## src/design/eds_pkg.sv

```systemverilog
package eds_pkg;

    localparam int COORD_W = 24;
    localparam int SUM_W   = 48;

    // magnitude of a coordinate difference, its square, and the floor root
    localparam int DIFF_W  = COORD_W + 1;
    localparam int ACC_W   = 2 * DIFF_W;
    localparam int ROOT_W  = ACC_W / 2;
    localparam int CNT_W   = $clog2(ROOT_W);
    localparam int EXT_W   = ((SUM_W > ROOT_W) ? SUM_W : ROOT_W) + 1;

    localparam int CFG_IDX_W = 2;

    typedef enum logic [CFG_IDX_W-1:0] {
        REG_TARGET_X = 2'd0,
        REG_TARGET_Y = 2'd1,
        REG_TARGET_Z = 2'd2
    } eds_reg_idx_t;

    typedef enum logic [1:0] {
        ST_IDLE,
        ST_SQUARE,
        ST_ROOT,
        ST_ACCUM
    } eds_state_t;

    typedef struct packed {
        logic busy;
        logic done;
    } eds_root_status_t;

endpackage

```

## src/design/euclidean_distance_sum_core.sv

```systemverilog
// each accepted point is squared axis by axis on one shared multiplier, then goes
//   through the one-bit-per-cycle square root and an accumulate step, which waits
//   for a free output register on a last point; in_stall stays high until idle
// a finished result waits in the output register while the next point runs
// reset (rst_n low, asynchronous) clears targets, running sum and overflow flag
module euclidean_distance_sum_core (
    input  logic                          clk,
    input  logic                          rst_n,
    input  logic                          cfg_write,
    input  logic [eds_pkg::CFG_IDX_W-1:0] cfg_index,
    input  logic [eds_pkg::COORD_W-1:0]   cfg_data,
    input  logic                          in_valid,
    output logic                          in_stall,
    input  logic [eds_pkg::COORD_W-1:0]   point_x,
    input  logic [eds_pkg::COORD_W-1:0]   point_y,
    input  logic [eds_pkg::COORD_W-1:0]   point_z,
    input  logic                          last_point,
    output logic                          out_valid,
    input  logic                          out_stall,
    output logic [eds_pkg::SUM_W-1:0]     distance_sum,
    output logic                          sum_saturated
);
    import eds_pkg::*;

    eds_state_t state_reg;
    eds_state_t state_next;

    logic [COORD_W-1:0] tgt_x_reg;
    logic [COORD_W-1:0] tgt_y_reg;
    logic [COORD_W-1:0] tgt_z_reg;
    logic [COORD_W-1:0] px_reg;
    logic [COORD_W-1:0] py_reg;
    logic [COORD_W-1:0] pz_reg;
    logic               last_reg;

    logic [1:0]         step_reg;
    logic [ACC_W-1:0]   prod_reg;
    logic [ACC_W-1:0]   ssq_reg;
    logic [ACC_W-1:0]   ssq_total;
    logic [SUM_W-1:0]   sum_reg;
    logic               ovf_reg;
    logic               out_valid_reg;
    logic [SUM_W-1:0]   out_sum_reg;
    logic               out_sat_reg;

    logic               in_accept;
    logic               out_free;
    logic               sq_last;
    logic               root_start;
    logic               accum_en;

    logic [COORD_W-1:0] t_sel;
    logic [COORD_W-1:0] p_sel;
    logic signed [DIFF_W-1:0] diff_s;
    logic [DIFF_W-1:0]  mag;

    logic [EXT_W-1:0]   sum_ext;
    logic               sum_sat;
    logic [SUM_W-1:0]   sum_new;

    eds_root_status_t   root_status;
    logic [ROOT_W-1:0]  root;

    // last square is still in prod_reg when the root starts
    assign ssq_total = ssq_reg + prod_reg;

    eds_isqrt u_isqrt (
        .clk      (clk),
        .rst_n    (rst_n),
        .start    (root_start),
        .radicand (ssq_total),
        .status   (root_status),
        .root     (root)
    );

    assign in_accept = in_valid && !in_stall;
    assign out_free  = !out_valid_reg || !out_stall;
    assign sq_last   = (step_reg == 2'd3);

    // next state
    always_comb
    begin
        state_next = state_reg;
        case (state_reg)
            ST_IDLE:
            begin
                if (in_valid)
                begin
                    state_next = ST_SQUARE;
                end
            end
            ST_SQUARE:
            begin
                if (sq_last)
                begin
                    state_next = ST_ROOT;
                end
            end
            ST_ROOT:
            begin
                if (root_status.done)
                begin
                    state_next = ST_ACCUM;
                end
            end
            ST_ACCUM:
            begin
                if (!last_reg || out_free)
                begin
                    state_next = ST_IDLE;
                end
            end
            default:
            begin
                state_next = ST_IDLE;
            end
        endcase
    end

    // outputs of the sequencer
    always_comb
    begin
        in_stall   = 1'b1;
        root_start = 1'b0;
        accum_en   = 1'b0;
        case (state_reg)
            ST_IDLE:
            begin
                in_stall = 1'b0;
            end
            ST_SQUARE:
            begin
                root_start = sq_last;
            end
            ST_ROOT:
            begin
            end
            ST_ACCUM:
            begin
                accum_en = !last_reg || out_free;
            end
            default:
            begin
            end
        endcase
    end

    // one axis per cycle through the shared multiplier
    always_comb
    begin
        case (step_reg)
            2'd0:
            begin
                t_sel = tgt_x_reg;
                p_sel = px_reg;
            end
            2'd1:
            begin
                t_sel = tgt_y_reg;
                p_sel = py_reg;
            end
            default:
            begin
                t_sel = tgt_z_reg;
                p_sel = pz_reg;
            end
        endcase
        diff_s = $signed({t_sel[COORD_W-1], t_sel}) - $signed({p_sel[COORD_W-1], p_sel});
        mag    = diff_s[DIFF_W-1] ? DIFF_W'(-diff_s) : DIFF_W'(diff_s);
    end

    // saturating add of the new distance
    always_comb
    begin
        sum_ext = EXT_W'(sum_reg) + EXT_W'(root);
        sum_sat = (sum_ext > EXT_W'({SUM_W{1'b1}}));
        sum_new = sum_sat ? {SUM_W{1'b1}} : sum_ext[SUM_W-1:0];
    end

    always_ff @(posedge clk or negedge rst_n)
    begin
        if (!rst_n)
        begin
            state_reg     <= ST_IDLE;
            tgt_x_reg     <= '0;
            tgt_y_reg     <= '0;
            tgt_z_reg     <= '0;
            step_reg      <= '0;
            sum_reg       <= '0;
            ovf_reg       <= 1'b0;
            out_valid_reg <= 1'b0;
        end
        else
        begin
            state_reg <= state_next;

            if (cfg_write)
            begin
                case (cfg_index)
                    REG_TARGET_X: tgt_x_reg <= cfg_data;
                    REG_TARGET_Y: tgt_y_reg <= cfg_data;
                    REG_TARGET_Z: tgt_z_reg <= cfg_data;
                    default:
                    begin
                    end
                endcase
            end

            if (in_accept)
            begin
                step_reg <= '0;
            end
            else if (state_reg == ST_SQUARE)
            begin
                step_reg <= step_reg + 1'b1;
            end

            if (out_valid_reg && !out_stall)
            begin
                out_valid_reg <= 1'b0;
            end

            if (accum_en)
            begin
                if (last_reg)
                begin
                    sum_reg       <= '0;
                    ovf_reg       <= 1'b0;
                    out_valid_reg <= 1'b1;
                end
                else
                begin
                    sum_reg <= sum_new;
                    ovf_reg <= ovf_reg || sum_sat;
                end
            end
        end
    end

    always_ff @(posedge clk)
    begin
        if (in_accept)
        begin
            px_reg   <= point_x;
            py_reg   <= point_y;
            pz_reg   <= point_z;
            last_reg <= last_point;
            ssq_reg  <= '0;
        end
        else if (state_reg == ST_SQUARE && step_reg != 2'd0)
        begin
            // prod_reg holds the registered product of the previous axis
            ssq_reg <= ssq_reg + prod_reg;
        end

        if (state_reg == ST_SQUARE)
        begin
            prod_reg <= ACC_W'(mag) * ACC_W'(mag);
        end

        if (accum_en && last_reg)
        begin
            out_sum_reg <= sum_new;
            out_sat_reg <= ovf_reg || sum_sat;
        end
    end

    assign out_valid     = out_valid_reg;
    assign distance_sum  = out_sum_reg;
    assign sum_saturated = out_sat_reg;

endmodule

```

## src/design/eds_isqrt.sv

```systemverilog
module eds_isqrt (
    input  logic                       clk,
    input  logic                       rst_n,
    input  logic                       start,
    input  logic [eds_pkg::ACC_W-1:0]  radicand,
    output eds_pkg::eds_root_status_t  status,
    output logic [eds_pkg::ROOT_W-1:0] root
);
    import eds_pkg::*;

    logic [ACC_W-1:0]  rad_reg;
    logic [ACC_W-1:0]  rad_next;
    logic [ROOT_W:0]   rem_reg;
    logic [ROOT_W:0]   rem_next;
    logic [ROOT_W-1:0] root_reg;
    logic [ROOT_W-1:0] root_next;
    logic [CNT_W-1:0]  cnt_reg;
    logic              busy_reg;
    logic              last_iter;

    logic [ROOT_W+2:0] rem_sh;
    logic [ROOT_W+2:0] trial;
    logic [ROOT_W+3:0] diff;

    // one result bit per cycle, two radicand bits brought down each step
    always_comb
    begin
        rem_sh   = {rem_reg, rad_reg[ACC_W-1 -: 2]};
        trial    = {1'b0, root_reg, 2'b01};
        diff     = {1'b0, rem_sh} - {1'b0, trial};
        rad_next = {rad_reg[ACC_W-3:0], 2'b00};
        if (!diff[ROOT_W+3])
        begin
            rem_next  = diff[ROOT_W:0];
            root_next = {root_reg[ROOT_W-2:0], 1'b1};
        end
        else
        begin
            rem_next  = rem_sh[ROOT_W:0];
            root_next = {root_reg[ROOT_W-2:0], 1'b0};
        end
    end

    assign last_iter = busy_reg && (cnt_reg == CNT_W'(ROOT_W - 1));

    always_ff @(posedge clk or negedge rst_n)
    begin
        if (!rst_n)
        begin
            busy_reg <= 1'b0;
            cnt_reg  <= '0;
        end
        else if (start)
        begin
            busy_reg <= 1'b1;
            cnt_reg  <= '0;
        end
        else if (busy_reg)
        begin
            cnt_reg <= cnt_reg + 1'b1;
            if (last_iter)
            begin
                busy_reg <= 1'b0;
            end
        end
    end

    always_ff @(posedge clk)
    begin
        if (start)
        begin
            rad_reg  <= radicand;
            rem_reg  <= '0;
            root_reg <= '0;
        end
        else if (busy_reg)
        begin
            rad_reg  <= rad_next;
            rem_reg  <= rem_next;
            root_reg <= root_next;
        end
    end

    assign status.busy = busy_reg;
    assign status.done = last_iter;
    assign root        = root_reg;

endmodule

```

## config.mk

```make
export PLATFORM = sky130hd
export DESIGN_NAME = euclidean_distance_sum_core
export DESIGN_NICKNAME = d
export VERILOG_FILES = /design/src/design/eds_pkg.sv /design/src/design/euclidean_distance_sum_core.sv /design/src/design/eds_isqrt.sv
export SDC_FILE = /design/constraint.sdc
export NUM_CORES = 2
export LEC_CHECK = 0
export ABC_AREA = 1
export BUFFER_PORTS_ARGS = -buffer_cell sky130_fd_sc_hd__buf_4
export CAP_MARGIN = 10
export CORE_ASPECT_RATIO = 1.2
export CORE_MARGIN = 3
export CORE_UTILIZATION = 40
export DETAILED_ROUTE_END_ITERATION = 6
export PLACE_DENSITY_LB_ADDON = 0.2
export SYNTH_ARGS = -nofsm -noshare
export SYNTH_HDL_FRONTEND = slang
export SYNTH_SLANG_ARGS = --single-unit
```

## constraint.sdc

```tcl
create_clock -name clk -period 18.23 [get_ports clk]
set_input_delay 3.646 -clock clk [delete_from_list [all_inputs] [get_ports clk]]
set_output_delay 3.646 -clock clk [all_outputs]
set_load 0.02 [all_outputs]
```

==> results_dict.tcl <==
set metrics [dict create \
    rsz0062_at_grt "no" \
    period_minus_slack_ns 11.70 \
    antenna_found_initial 5 \
    status "complete, no violations" \
    syn_avg_cell_area_sq_um 8.33 \
    grt_pass1_wl_um 199000 \
    synth_cell_type_count 65 \
    worst_pin_slew_ns 1.11 \
    crit_path_end_kind "register" \
    postCtsSetupRepairBufs 0 \
    synth-xor-area-share_pct 2.94 \
    setup_tns_ns 0 \
    drv_slew 0 \
    ys.flop_type "edfxtp_1" \
    fmax_ghz 0.0855 \
    vias 34800 \
    overflow 0 \
    hold_buffers 0 \
    rows 132 \
    synth_adder_area_share_pct 30.6 \
    cts_tree "done" \
    track_usage_pct 22.3 \
    path_clk_slew_ns 0.06 \
    drc 0 \
    setup_viol 0 \
    yosysSeqAreaShare_pct 27.4 \
    vias_per_cell 5.10 \
    critical_path_arrival_ns 12.02 \
    synth-seq-cells 454 \
    muxShareOfSynthArea_pct 0 \
    netlist_top_cells_count "inv_1 (1053), nand2_1 (946), nor2_1 (553), fa_1 (470), ha_1 (316)" \
    skew_ns 0.0324 \
    regArea_sq_mm 0.0120 \
    start_util_pct 40.4 \
    antenna_left 0 \
    die_w_um 308 \
    syn-cell-area_sq_mm 0.0437 \
    synth-edff-count 221 \
    fin_nets 6262 \
    clk_path_buf_depth 3 \
    design.core.area_sq_mm 0.108 \
    hold_class "reg2reg" \
    hold_viol 0 \
    async_reset_ff_share_pct 29.1 \
    layout-drive-gt1-share_pct 7.13 \
    synthSimpleGateAreaFrac_pct 17.6 \
    post-synth-top-area-cell "fa_1" \
    place.port_buffers 154 \
    synth-compound-area-share_pct 10.8 \
    place.gp.congestion 0.958 \
    finalCritPeriodShare_pct 64.2 \
    grt_max_degree 77 \
    synth.most_common_cell "inv_1" \
    die_y_um 368 \
    drtPass1Iterations 6 \
    worstPathRequired_ns 18.55 \
    max_slew_margin_pct 25.6 \
    grt_pass1_vias 36300 \
    yosys_warnings 0 \
    synth_top_family_by_area "adder cells" \
    die_area_sq_mm 0.113 \
    critical_path.slowest_cell "fa_1" \
    routedWlPerCell_um 18.4 \
    io_pins 155 \
    path_class "reg2reg" \
    cts_buffers 49 \
    wirelength_um 125000 \
    dpl.hpwl_um 100000 \
    clock_latency_ns 0.60 \
    synth.top_cell.area_share_pct 21.6 \
    cp_max_fo 50 \
    syn_inst 5239 \
    ctsResizeCount 0 \
    n_fill_cell 10800 \
    multi_input_area_sq_mm 0.0272 \
    synth_area_leaders "fa_1 (22%), edfxtp_1 (15%), ha_1 (9.1%), inv_1 (9.1%), nand2_1 (8.1%)" \
    root_buffer "clkbuf_16" \
    drt_iter0_markers 2347 \
    cap_violations 0 \
    crit_path_start_kind "register" \
    clock_sinks 454 \
    htree_levels 2 \
    slowest_delay_ns 0.55 \
    area_growth_pct 9.88 \
]
[stage by stage]
stage	cell area, sq um	hold WS (ns)	setup WS (ns)	cells	util (%)
finish	48000	0.471	6.53	6820	44.3
CTS	48000	0.475	6.56	6819	44.3
detailed placement	46400	0.464	6.61	6728	42.9
global placement	46400	0.456	6.81	6728	42.9
floorplan	43700	0.434	8.92	5255	-
global route	48000	0.511	5.56	6820	44.3
[layout by cell type (no fill, tap or decap), drive strengths merged, types with 2 or more instances in the layout]
master	synthesis	routed
nand3	171	171
a21oi	254	254
nor4	19	19
buf	46	187
nand3b	7	7
o21ai	264	264
edfxtp	221	221
o31ai	4	4
a21o	32	32
conb	2	18
clkbuf	75	67
o22ai	30	30
ha	316	316
a31o	6	6
xnor2	62	62
and3	4	4
a22o	31	31
a21boi	14	14
o21a	15	15
a31oi	50	50
nor3	44	44
nand4	44	44
nor2	574	574
clkinvlp	0	5
nand2	971	971
fa	470	470
o211ai	48	48
dfrtp	132	132
a211oi	5	5
bufinv	0	3
clkinv	3	13
o21bai	21	21
or2	12	12
a22oi	22	22
inv	1077	1083
and2	2	2
dfxtp	101	101
xor2	80	80
[layout make-up]
class / instances / share of cell area (%)
Antenna cell: 1 / 0.00522
Clock buffer: 67 / 2.80
Clock inverter: 24 / 0.563
Inverter: 1080 / 8.47
Multi-Input combinational cell: 3600 / 56.6
Sequential cell: 454 / 24.9
Tap cell: 1407 / 3.67
Timing Repair Buffer: 187 / 2.93
[worst max-delay path, delay by kind of cell (launching register included)]
kind	cells	cell delay, ns
adders and majority gates	11	4.84
AOI/OAI and AO/OA	4	0.98
buffers and inverters	10	1.65
DFF	1	0.37
and+or+nand+nor	18	3.36
xor gates and xnor gates	1	0.17
[per-layer routing]
metal	up-vias	wire (um)	global-route usage [%]
met4	8	5720	8.95
met1	16800	53300	28.2
met3	267	5210	2.40
met5	-	47	0
met2	827	60900	38.8
li1	16800	-	-
[path summary, 6_finish.rpt]
check                                   start                  to  slack [ns]  cells past startpoint
setup reg to reg                  step_reg[0]        prod_reg[43]        6.53                     44
setup / recovery                  step_reg[0]        prod_reg[43]        6.53                     44
min in group asynchronous               rst_n         sum_reg[12]        3.03                      1
hold reg to reg            u_isqrt.cnt_reg[4]  u_isqrt.cnt_reg[4]        0.47                      1
hold / removal             u_isqrt.cnt_reg[4]  u_isqrt.cnt_reg[4]        0.47                      1
max in group asynchronous               rst_n       tgt_x_reg[16]       13.74                      2
[cell families after synthesis]
| group | Yosys count |
|---|---|
| fa+ha+maj | 786 |
| flops | 454 |
| compound gates | 804 |
| simple gates | 1850 |
| xor+xnor | 142 |
| other cells | 2 |
| buf+inv | 1201 |
Power is left out: the tool's default activity adds up to more than one toggle a clock period on the data nets, which glitch-free logic cannot reach.
